**src/rtl/csm_pkg.sv**
```systemverilog
// Shared constants, types and coefficient function for the color saturate matrix.
`default_nettype none

package csm_pkg;

   localparam int CSM_CHANNEL_BITS = 16;
   localparam int SAT_BITS = 17;
   localparam int COEF_BITS = 17;

   localparam logic [COEF_BITS-1:0] Q16_ONE = 17'd65536;
   localparam logic [15:0] Q16_HALF = 16'd32768;

   // Luma weights in Q16; they add up to exactly one.
   localparam logic [15:0] LUMA_R = 16'd13959;
   localparam logic [15:0] LUMA_G = 16'd46858;
   localparam logic [15:0] LUMA_B = 16'd4719;

   typedef struct packed {
      logic [COEF_BITS-1:0] off_r;
      logic [COEF_BITS-1:0] off_g;
      logic [COEF_BITS-1:0] off_b;
      logic [COEF_BITS-1:0] diag_r;
      logic [COEF_BITS-1:0] diag_g;
      logic [COEF_BITS-1:0] diag_b;
   } coef_type;

   typedef struct packed {
      logic load_mul;
      logic load_sum;
   } stage_ctl_type;

   // Off-diagonal coefficient: weight times (1 - s), rounded to nearest.
   function automatic logic [COEF_BITS-1:0] off_coef(input logic [15:0] weight,
                                                      input logic [COEF_BITS-1:0] inv);
      logic [32:0] prod;
      prod = 33'(weight) * 33'(inv) + 33'(Q16_HALF);
      return prod[32:16];
   endfunction

endpackage

`default_nettype wire

```
**src/rtl/csm_mac.sv**
```systemverilog
// One output channel: a registered product stage followed by a registered sum stage.
`default_nettype none

module csm_mac
   import csm_pkg::*;
#(
   parameter int CHANNEL_BITS = CSM_CHANNEL_BITS
)
(
   input  wire logic                    clock,
   input  wire stage_ctl_type           ctl,
   input  wire logic [COEF_BITS-1:0]    c0,
   input  wire logic [COEF_BITS-1:0]    c1,
   input  wire logic [COEF_BITS-1:0]    c2,
   input  wire logic [CHANNEL_BITS-1:0] x0,
   input  wire logic [CHANNEL_BITS-1:0] x1,
   input  wire logic [CHANNEL_BITS-1:0] x2,
   output logic [CHANNEL_BITS-1:0]      result
);

   localparam int FULL_W = CHANNEL_BITS + COEF_BITS;
   // A coefficient of one only meets inputs below full scale, so one bit less suffices.
   localparam int PROD_W = CHANNEL_BITS + 16;

   logic [FULL_W-1:0] full0, full1, full2;
   logic [PROD_W-1:0] prod0_ff, prod1_ff, prod2_ff;
   logic [PROD_W-1:0] sum_ff;
   logic [PROD_W-1:0] sum_in;

   always_comb begin
      full0 = FULL_W'(c0) * FULL_W'(x0);
      full1 = FULL_W'(c1) * FULL_W'(x1);
      full2 = FULL_W'(c2) * FULL_W'(x2);
      // The row sums to one, so the rounded total stays below full scale.
      sum_in = prod0_ff + prod1_ff + prod2_ff + PROD_W'(Q16_HALF);
   end

   always_ff @(posedge clock) begin
      if (ctl.load_mul) begin
         prod0_ff <= full0[PROD_W-1:0];
         prod1_ff <= full1[PROD_W-1:0];
         prod2_ff <= full2[PROD_W-1:0];
      end
      if (ctl.load_sum) begin
         sum_ff <= sum_in;
      end
   end

   assign result = sum_ff[PROD_W-1:16];

endmodule

`default_nettype wire

```
**config.mk**
```make
export PLATFORM = sky130hd
export DESIGN_NAME = csm_mac
export DESIGN_NICKNAME = d
export VERILOG_FILES = /design/src/rtl/csm_pkg.sv /design/src/rtl/csm_mac.sv
export SDC_FILE = /design/constraint.sdc
export NUM_CORES = 2
export LEC_CHECK = 0
export ABC_AREA = 0
export BUFFER_PORTS_ARGS = -buffer_cell sky130_fd_sc_hd__buf_2
export CAP_MARGIN = 10
export CORE_UTILIZATION = 40
export DETAILED_ROUTE_END_ITERATION = 7
export GPL_TIMING_DRIVEN = 0
export SLEW_MARGIN = 5
export SYNTH_ARGS = -nofsm -noshare
export SYNTH_HDL_FRONTEND = slang
export SYNTH_SLANG_ARGS = --single-unit
```
**constraint.sdc**
```tcl
create_clock -name clock -period 7.6 [get_ports clock]
set_clock_uncertainty 0.05 [all_clocks]
set_input_delay 1.9 -clock clock [delete_from_list [all_inputs] [get_ports clock]]
set_output_delay 1.9 -clock clock [all_outputs]
set_load 0.01 [all_outputs]
```
Word level (Yosys, flattened, before mapping)
Cells that the tools add are included.
- $mul: 3
- add/sub/neg operators: 3
- operators by type and width (operator ; count):
    $mul 17x16->32 ; 3
    $add 32x32->32 ; 2
    $add 32x16->32 const B ; 1
- bits of input ports: 102
- register bits after elaboration: 128
- output and inout port bits: 16

Longest topological paths before layout
- word-level depth: 3
- gate-level depth with buffers: 24
- mapped depth without buffers: 23

Worst setup path before layout
OpenSTA, ideal clock, no wires.
- path type: input to register
- start point: input c1[10]
- end point: register prod1_ff[28], data pin
- required time: 7.413 ns
- data arrival time: 7.428 ns
- setup time: 0.137 ns
- setup slack: -0.016 ns
- stages on the path: 21
- path buffers: 1
- cell sequence: clkbuf_1 > nand2_1 > fa_1 > fa_1 > fa_1 > fa_1 > inv_1 > fa_1 > inv_1 > fa_1 > inv_1 > ha_1 > a21o_1 > a21oi_1 > o21bai_1 > a2111oi_2 > a21oi_2 > o21ai_2 > a31oi_1 > or4b_1 > nand4_1
- longest elaborated chain between the ends: 1
- RTL lines (item ; RTL line ; text):
    from (decl) ; csm_mac.sv:13 ; input wire logic [COEF_BITS-1:0] c1,
    $mul 17x16->32 ; csm_mac.sv:32 ; full1 = FULL_W'(c1) * FULL_W'(x1);
    named net full1[28] ; csm_mac.sv:25 ; logic [FULL_W-1:0] full0, full1, full2;
    to (signal assigned) ; csm_mac.sv:41 ; prod1_ff <= full1[PROD_W-1:0];
    to (decl) ; csm_mac.sv:26 ; logic [PROD_W-1:0] prod0_ff, prod1_ff, prod2_ff;
The timed path passes the listed nets, and every way through them passes these cells.
A chain may end at the register's enable or synchronous reset.

Worst setup path in the final report
- start point: input c1[8]
- end point: register prod1_ff[28], data pin
The elaborated chain is that of the path after synthesis.

==> summary.md <==
| Metric | Value |
|---|---|
| Root buf cell | clkbuf_16 |
| Main synth FF type | edfxtp_1 |
| # DRC | 0 |
| Worst-Margin Slew | 991 ps |
| Antenna violations before repair | 1 |
| Final setup viols | 0 |
| Antenna-violating nets left | 0 |
| HP Class | flip-flop to flip-flop |
| Grt ovf | 0 |
| H-Tree Depth | 3 |
| Total number of vias | 22300 |
| Global router's overall resource usage | 20.5% |
| Fin crit period | 7470 ps |
| Rel. slew slack | 33.4% |
| Clock Latency Late Sink | 380 ps |
| Final GP Congestion | 0.950 |
| Post-Syn Instances | 3311 |
| Starting DRT DRC Count | 1260 |
| CP Capture Type | flip-flop |
| Required @ worst endpoint | 7750 ps |
| Number of flops mapped to enable cells by yosys | 112 |
| Die extent in y | 283 um |
| Clock tree sinks | 112 |
| Synth Warn # | 0 |
| CP Class | primary input to flip-flop |
| Total CTS buffers | 9 |
| Worst slack at placement | -1400 ps |
| PortBufs | 116 |
| Core area | 77700 um^2 |
| CTS tree | yes |
| Layout area overhead | 11.2% |
| CP bufs+invs | 5 |
| I/O pins | 118 |
| Routed wire length | 77.1 mm |
| Most frequent cells in the layout | 712 x inv_1, 644 x fa_1, 473 x nand2_1, 389 x and2_1, 346 x ha_1 |
| DRT Pass-1 Iters | 5 |
| Top delay family on crit path | adder cells |
| Fin nets | 4563 |
| Unrepaired setup endpoints after global routing | true |
| Layout cells sized above 1 | 8.98% |
| Fmax | 134 MHz |
| Max FO, Critical Path | 8 |
| Routed vias/inst | 4.97 |
| Cell Area, Synth | 31500 um^2 |
| Avg WL per Cell | 17.2 um |
| Die X | 283 um |
| Final Hold Fails | 0 |
| Hold WS | 833 ps |
| Most used cell, CP | fa_1 |
| Arrival time worst endpoint | 7620 ps |
| Max-cap violations | 0 |
| Vias in the first global route | 23700 |
| Crit path cell chain | buf_4, buf_8, nand2_1, fa_1, fa_1, fa_1, fa_1, inv_1, fa_1, inv_1, fa_1, inv_1, ha_4, a21o_1, a21oi_2, o21bai_2, a2111oi_4, a21oi_4, o21ai_4, a31oi_4, or4b_1, nand4_1 |
| Clock Tree Buf Depth | 2 |
| Largest net degree at the start of global routing | 50 |
| Site Rows | 102 |
| DPL Wire Length | 66.5 mm |
| Largest stage delay, worst path | 580 ps |
| Slowest cell on the critical path | fa_1 |
| Most common cell after layout, fill and taps aside | inv_1 |
| Startpoint Class | primary input |
| Flops & latches, synth | 112 |
| Initial Util | 40.6% |
| Final Max Slew Viols | 0 |
| Syn Nets | 4425 |
| Yosys cell types | 60 |
| Tcrit/Tclk final | 98.3% |
| Synth Area per Inst | 9.52 um^2 |
| Sequential element share of the synthesized area | 10.7% |
| Post-route worst setup slack | 129 ps |
| Outcome | finished clean |
| Post-synth ARST share | 0% |
| First-pass GRT wire length | 127 mm |
| Die area | 80000 um^2 |
| Clk pin slew, worst setup/hold paths | 80 ps |
## per-stage QoR
step / setup TNS (ps) / std cells / utilization (%) / cell area (um^2)
6_report: 0 / 4495 / 45.1 / 35100
5_1_grt: -25.8 / 4494 / 45.1 / 35100
4_1_cts: 0 / 4474 / 44.2 / 34300
3_5_place_dp: -38010 / 4468 / 43.0 / 33500
3_3_place_gp: -37600 / 4467 / 43.0 / 33400
2_1_floorplan: 0 / 3311 / - / 31500
## final cells by class
cell class / count / area (um^2)
inverter: 716 / 2690
antenna: 1 / 2.50
clock inverter: 7 / 87.6
sequential: 112 / 3360
tap: 1040 / 1300
fill: 7516 / 42700
buffer: 84 / 882
timing repair buffer: 149 / 965
multi-input combinational: 2377 / 25500
clock buffer: 9 / 225
## tightest hold or removal path, cell delays in order, from the launching register on
cell	delay, ps
edfxtp_1	350
fa_1	180
xnor2_1	80
xnor2_1	160
## registers in the layout (all words and copies together), names as in the netlist
signal / flops
prod1_ff: 32
sum_ff: 16
prod2_ff: 32
prod0_ff: 32
## metal layers
metal  up-vias  GRT usage, %  wire length [um]
met1     11300          27.9             34000
met2       549          34.1             37000
met5         -             0                19
met3       106          2.80              4020
li1      10300             -                 -
met4         2          5.52              2080
## what timing repair did
item / 4_1_cts / 5_1_grt
buffers inserted: 10 / 22
endpoints found under the setup margin: 37 / 28
pin swaps: 20 / 43
gates resized for setup: 177 / 227
hold buffers: 0 / 0
## kinds of logic after synthesis
logic type / Yosys count / synth area share [%]
DFF: 112 / 10.7
AOI/OAI and AO/OA: 260 / 5.26
adders and majority gates: 1012 / 55.6
muxes: 1 / 0.0317
buffers and inverters: 822 / 9.78
and+or+nand+nor: 996 / 15.6
xor gates and xnor gates: 108 / 3.00
## final timing paths
check	start	endpoint	slack, ps	depth (start not counted)
worst max-delay path	c1[8]	prod1_ff[28]$_DFFE_PP_	130	22
worst min-delay path	prod2_ff[30]$_DFFE_PP_	sum_ff[31]$_DFFE_PP_	830	3
worst max register to register	prod0_ff[14]$_DFFE_PP_	sum_ff[31]$_DFFE_PP_	3270	12
worst min register to register	prod2_ff[30]$_DFFE_PP_	sum_ff[31]$_DFFE_PP_	830	3
## Yosys cell counts (15+ instances only)
| library cell | count | share of area, % |
|---|---|---|
| nand2b_1 | 15 | 0.30 |
| xnor2_1 | 84 | 2.3 |
| fa_1 | 651 | 41 |
| o21ai_0 | 43 | 0.68 |
| ha_1 | 361 | 14 |
| inv_1 | 716 | 8.5 |
| edfxtp_1 | 112 | 11 |
| nand2_1 | 474 | 5.6 |
| clkbuf_1 | 106 | 1.3 |
| nor3_1 | 15 | 0.24 |
| a21o_1 | 41 | 0.98 |
| nand3_1 | 15 | 0.24 |
| and2_1 | 392 | 7.8 |
| xor2_1 | 24 | 0.67 |
| a21oi_1 | 92 | 1.5 |
| o21a_1 | 15 | 0.36 |
| nor2_1 | 42 | 0.50 |
Power is not shown: default switching activity piles up to over one toggle a cycle in this logic, so the estimate is an artifact.
