<file path="config.mk">
export PLATFORM = sky130hd
export DESIGN_NAME = csm_coef
export DESIGN_NICKNAME = d
export VERILOG_FILES = /design/src/rtl/csm_pkg.sv /design/src/rtl/csm_coef.sv
export SDC_FILE = /design/constraint.sdc
export NUM_CORES = 1
export LEC_CHECK = 0
export BUFFER_PORTS_ARGS = -buffer_cell sky130_fd_sc_hd__buf_2
export CORE_MARGIN = 3
export CORE_UTILIZATION = 55
export CTS_BUF_LIST = sky130_fd_sc_hd__clkbuf_4 sky130_fd_sc_hd__clkbuf_8
export DETAILED_ROUTE_END_ITERATION = 7
export PLACE_DENSITY_LB_ADDON = 0.1
export SLEW_MARGIN = 20
export SYNTH_ARGS = -nofsm -noshare
export SYNTH_HDL_FRONTEND = slang
export SYNTH_SLANG_ARGS = --single-unit
export TNS_END_PERCENT = 30
</file>
<file path="constraint.sdc">
create_clock -name clock -period 10.8 [get_ports clock]
set_input_delay 0 -clock clock [delete_from_list [all_inputs] [get_ports clock]]
set_output_delay 0 -clock clock [all_outputs]
set_load 0.005 [all_outputs]
</file>
<file path="src/rtl/csm_pkg.sv">
// Shared constants, types and coefficient function for the color saturate matrix.
`default_nettype none

package csm_pkg;

   localparam int CSM_CHANNEL_BITS = 16;
   localparam int SAT_BITS = 17;
   localparam int COEF_BITS = 17;

   localparam logic [COEF_BITS-1:0] Q16_ONE = 17'd65536;
   localparam logic [15:0] Q16_HALF = 16'd32768;

   // Luma weights in Q16; they add up to exactly one.
   localparam logic [15:0] LUMA_R = 16'd13959;
   localparam logic [15:0] LUMA_G = 16'd46858;
   localparam logic [15:0] LUMA_B = 16'd4719;

   typedef struct packed {
      logic [COEF_BITS-1:0] off_r;
      logic [COEF_BITS-1:0] off_g;
      logic [COEF_BITS-1:0] off_b;
      logic [COEF_BITS-1:0] diag_r;
      logic [COEF_BITS-1:0] diag_g;
      logic [COEF_BITS-1:0] diag_b;
   } coef_type;

   typedef struct packed {
      logic load_mul;
      logic load_sum;
   } stage_ctl_type;

   // Off-diagonal coefficient: weight times (1 - s), rounded to nearest.
   function automatic logic [COEF_BITS-1:0] off_coef(input logic [15:0] weight,
                                                      input logic [COEF_BITS-1:0] inv);
      logic [32:0] prod;
      prod = 33'(weight) * 33'(inv) + 33'(Q16_HALF);
      return prod[32:16];
   endfunction

endpackage

`default_nettype wire

</file>
<file path="src/rtl/csm_coef.sv">
// Coefficient register: builds the saturate matrix when the saturation is written.
`default_nettype none

module csm_coef
   import csm_pkg::*;
(
   input  wire logic                clock,
   input  wire logic                reset,
   input  wire logic                csr_we,
   input  wire logic [SAT_BITS-1:0] csr_wdata,
   output coef_type                 coef
);

   coef_type             coef_ff;
   coef_type             coef_in;
   coef_type             coef_new;
   logic [SAT_BITS-1:0]  sat_clamp;
   logic [COEF_BITS-1:0] inv;

   always_comb begin
      // Values above one are treated as one, which gives the identity matrix.
      sat_clamp = (csr_wdata > Q16_ONE) ? Q16_ONE : csr_wdata;
      inv = Q16_ONE - sat_clamp;
      coef_new.off_r = off_coef(LUMA_R, inv);
      coef_new.off_g = off_coef(LUMA_G, inv);
      coef_new.off_b = off_coef(LUMA_B, inv);
      // Diagonals are taken from the row sum so that every row adds up to one.
      coef_new.diag_r = Q16_ONE - coef_new.off_g - coef_new.off_b;
      coef_new.diag_g = Q16_ONE - coef_new.off_r - coef_new.off_b;
      coef_new.diag_b = Q16_ONE - coef_new.off_r - coef_new.off_g;
      coef_in = csr_we ? coef_new : coef_ff;
   end

   always_ff @(posedge clock) begin
      if (reset) begin
         coef_ff <= '{off_r: '0, off_g: '0, off_b: '0,
                      diag_r: Q16_ONE, diag_g: Q16_ONE, diag_b: Q16_ONE};
      end else begin
         coef_ff <= coef_in;
      end
   end

   assign coef = coef_ff;

endmodule

`default_nettype wire

</file>
Word-level counts from Yosys, hierarchy flattened
Index checks and enable logic that the tools add are counted.
{"block": "word_totals", "ff_bits": 102, "output_inout_bits": 102}
{"block": "op_classes", "add_sub_neg": 9, "mul": 3, "n_lt_le_gt_ge": 1, "muxes": 1}
{"cell": "$sub 17x15->17", "n": 2}
{"cell": "$sub 17x17->17 const A", "n": 2}
{"cell": "$add 33x16->33 const B", "n": 1}
{"cell": "$add 31x16->32 const B", "n": 1}
{"cell": "$mul 15x17->32 const A", "n": 1}
{"cell": "$add 30x16->31 const B", "n": 1}
{"cell": "$mul 14x17->31 const A", "n": 1}
{"cell": "$mul 13x17->30 const A", "n": 1}
{"cell": "$gt 17x17->1 const B", "n": 1}
{"cell": "$mux 17", "n": 1}
{"cell": "$sub 17x16->17 const A", "n": 1}
{"cell": "$sub 17x17->17", "n": 1}

Longest topological paths before layout
{"block": "logic_depth", "depth_word": 7, "depth_mapped": 47}

Least setup slack after synthesis
No wires, ideal clock.
{"block": "synth_path", "path_kind": "input -> register", "startpoint": "in csr_wdata[16]", "endpoint": "reg coef_ff, in the netlist coef[50]", "setup_time_ps": 129, "arrival_time_ps": 9506, "setup_slack_ps": 1165, "cell_stages": 41, "path_buffers": 3, "path_cell_list": "clkbuf_1 > inv_1 > clkbuf_1 > nand2_1 > ha_1 > o21ai_1 > xor2_1 > inv_1 > ha_1 > inv_1 > fa_1 > inv_1 > fa_1 > fa_1 > fa_1 > inv_1 > fa_1 > inv_1 > (+5 left out) > nor4_1 > ha_1 > nand3_1 > or4_4 > nor2_1 > nand2_1 > xnor2_1 > ha_1 > ha_1 > and3_1 > a211o_1 > a21o_1 > a21oi_1 > o21a_1 > o21ai_0 > xnor2_1 > nor4b_1 > a211oi_1"}
{"block": "synth_via", "elab_chain_cells": 7, "word_cells_on_any_way": 9, "classes_between": "add/sub: 5; mul: 2; order compare: 1; mux: 1"}
{"item": "start: declaration", "line": "csm_coef.sv:10", "source": "input wire logic [SAT_BITS-1:0] csr_wdata,"}
{"item": "$gt 17x17->1", "line": "csm_coef.sv:22", "source": "sat_clamp = (csr_wdata > Q16_ONE) ? Q16_ONE : csr_wdata;"}
{"item": "$mux 17 (*)", "line": "csm_coef.sv:22"}
{"item": "$sub 17x17->17 (*)", "line": "csm_coef.sv:23", "source": "inv = Q16_ONE - sat_clamp;"}
{"item": "$mul 15x17->32", "line": "csm_pkg.sv:36", "source": "prod = 33'(weight) * 33'(inv) + 33'(Q16_HALF);"}
{"item": "$add 33x16->33", "line": "csm_pkg.sv:36"}
{"item": "$sub 17x17->17", "line": "csm_coef.sv:28", "source": "coef_new.diag_r = Q16_ONE - coef_new.off_g - coef_new.off_b;"}
{"item": "$sub 17x15->17 (*)", "line": "csm_coef.sv:28"}
{"item": "end signal: assignment", "line": "csm_coef.sv:36", "source": "coef_ff <= '{off_r: '0, off_g: '0, off_b: '0,"}
{"item": "end signal: assignment", "line": "csm_coef.sv:39", "source": "coef_ff <= coef_in;"}
{"item": "end: declaration", "line": "csm_coef.sv:14", "source": "coef_type coef_ff;"}
Every way passes the cells marked *; elsewhere a longest branch is shown, timed or not.
A chain may end at the register's enable or synchronous reset.

Worst setup path after layout
{"block": "layout_path", "startpoint": "in csr_wdata[16]", "endpoint": "reg coef_ff, in the netlist coef[49]"}
The elaborated chain is that of the path after synthesis.

==> results.ini <==
[finish]
drive_gt1_share_pct=9.54
largest_register_ffs=99
stdcell_area_um2=21100
syn2layout_area_growth_pct=7.91
postLayoutCoreUtil_pct=60.5
final_net_count=2972
antenna_cells=0

[die]
die_area_um2=37800
core_area_um2=34800
die_h_um=194
die_x_um=194
rows=68
start_util_pct=56.1
ios=122

[detailed_routing]
drt-total-wl_um=53700
vias=15625
drt_iter0_drc=934
remaining_drc_errors=0
wl_per_cell_um=19.3
post_drt_via_cell_ratio=5.61
first_pass_iters=6
ant_nets=0

[sta]
fin_skew_ns=0
layout_min_cycle_time_ns=10.05
finalSetupTns_ns=0
slew_headroom_pct=32.6
setup_viol=0
hold_viol=0
tightestPinTransition_ns=1.01
fmax_mhz=99.5
timing.hold.ws_ns=0.0645
drv_slew=0
period_share_pct=93.1

[synthesis]
synth_seq_cells=99
seq_area_frac_synth_pct=10.2
synth_flop_cell=dfxtp_1
synth_area_um2=19500
syn_inst=2198
ys_top_cells_by_area=ha_1, fa_1, dfxtp_1
synth_edf_count=0
yosysWarnings=0
synth.distinct_cells=82
synth.avg_cell_area_um2=8.88
yosysTopAreaCell=ha_1
yosys.area.top_type_share_pct=25.4
synthArstFlopShare_pct=0

[worst_setup_path]
crit_fanout=12
cpPeakStageDelay_ns=0.55
crit_slowest_cell=fa_1
r2r_cells=2
cpMostUsedCell=o21ai_0
endpoint_kind=register
critPathRequiredTime_ns=11.09
cp-start-kind=primary input
crit_arrival_ns=10.34
critical_path_class=in -> reg

[hold_path]
hold_depth=2
hold_class=in -> reg

[grt]
grt_pass1_wl_um=85900
grt_usage_pct=28.7
grt_pass1_vias=15673
antenna_found_initial=0
globalRouteOverflowTotal=0
grt_max_degree=75

[placement]
gp_congestion=0.943
placed_area_um2=20800
port_buffers=118
hpwl_um=46300

[clocking]
root_buffer=clkbuf_8
cts_buffers=9
postCtsSetupBuffers=0
clk_pin_slew_ns=0.11
cts_sinks=99
clk_path_buf_depth=2
insertion_delay_ns=0.39
cts_tree=yes
htreeDepth=3

[flow_run]
cap_violations=0

[run_status]
outcome=finished clean

==> worst paths after layout <==
check             slack [ns]     startpoint        to
hold reg to reg         0.47       coef[95]  coef[95]
setup / recovery        0.75  csr_wdata[16]  coef[49]
hold / removal          0.06          reset  coef[15]
setup reg to reg        9.86       coef[16]  coef[16]
==> critical path, delay by kind of cell <==
family,cells,cell delay [ns]
adders and majority gates,10,4.32
AOI/OAI and AO/OA,19,3.20
and+or+nand+nor,7,1.52
buffers and inverters,8,1.00
xor gates and xnor gates,1,0.28
==> cell usage in the layout (no fill, tap or decap), drive strengths merged, types with 16 or more instances in the layout <==
cell / synthesis / final
xnor2: 72 / 72
nor3: 31 / 31
dfxtp: 99 / 99
a211oi: 29 / 29
or3: 16 / 16
xor2: 36 / 36
nand4: 20 / 20
and2: 17 / 17
buf: 17 / 161
mux2i: 36 / 36
nor2: 172 / 172
nor2b: 25 / 25
ha: 397 / 397
nand3: 29 / 29
inv: 431 / 434
o21ai: 71 / 71
nand2: 107 / 107
a21o: 27 / 27
fa: 232 / 232
o21a: 28 / 28
a21oi: 91 / 91
==> logic make-up after synthesis <==
| logic type | Yosys count | synth area share (%) |
|---|---|---|
| xor gates and xnor gates | 108 | 4.88 |
| muxes | 37 | 1.90 |
| AOI/OAI and AO/OA | 347 | 12.1 |
| DFF | 99 | 10.2 |
| adders and majority gates | 629 | 49.2 |
| other | 1 | 0.0192 |
| and+or+nand+nor | 496 | 12.4 |
| buffers and inverters | 481 | 9.38 |
==> cells in the mapped netlist, types with 31 or more instances <==
cell type,count
nor3_1,31
dfxtp_1,99
xnor2_1,71
o21ai_0,57
nand2_1,107
clkbuf_1,33
a21oi_1,87
xor2_1,36
ha_1,397
fa_1,232
nor2_1,172
mux2i_1,36
inv_1,431
==> per-layer routing <==
| layer | vias up | routed length, um | track usage [%] |
|---|---|---|---|
| met3 | 54 | 4250 | 6.36 |
| met2 | 441 | 24100 | 45.3 |
| met1 | 7569 | 24500 | 41.1 |
| met5 | - | 0 | 0 |
| met4 | 0 | 848 | 5.27 |
| li1 | 7561 | - | - |
==> stage by stage <==
stage / setup WS, ns / std cells
after CTS: 0.540 / 2783
final: 0.750 / 2783
after detailed placement: 0.199 / 2766
after global routing: -0.0239 / 2783
after floorplan: 1.16 / 2200
after global placement: 0.307 / 2766
==> cell type report <==
class	instances	area, um2
inverter	431	1620
multi-input combinational	1620	15800
fill	3170	13700
clock inverter	7	70.1
timing repair buffer	162	926
tap	455	569
sequential	99	1980
clock buffer	9	124
==> timing repair <==
item	CTS	global route
hold endpoints to repair	10	0
hold buffers	1	0
gates resized for setup	0	11
endpoints found under the setup margin	0	5
Power is not shown: default switching activity piles up to over one toggle a cycle in this logic, so the estimate is an artifact.
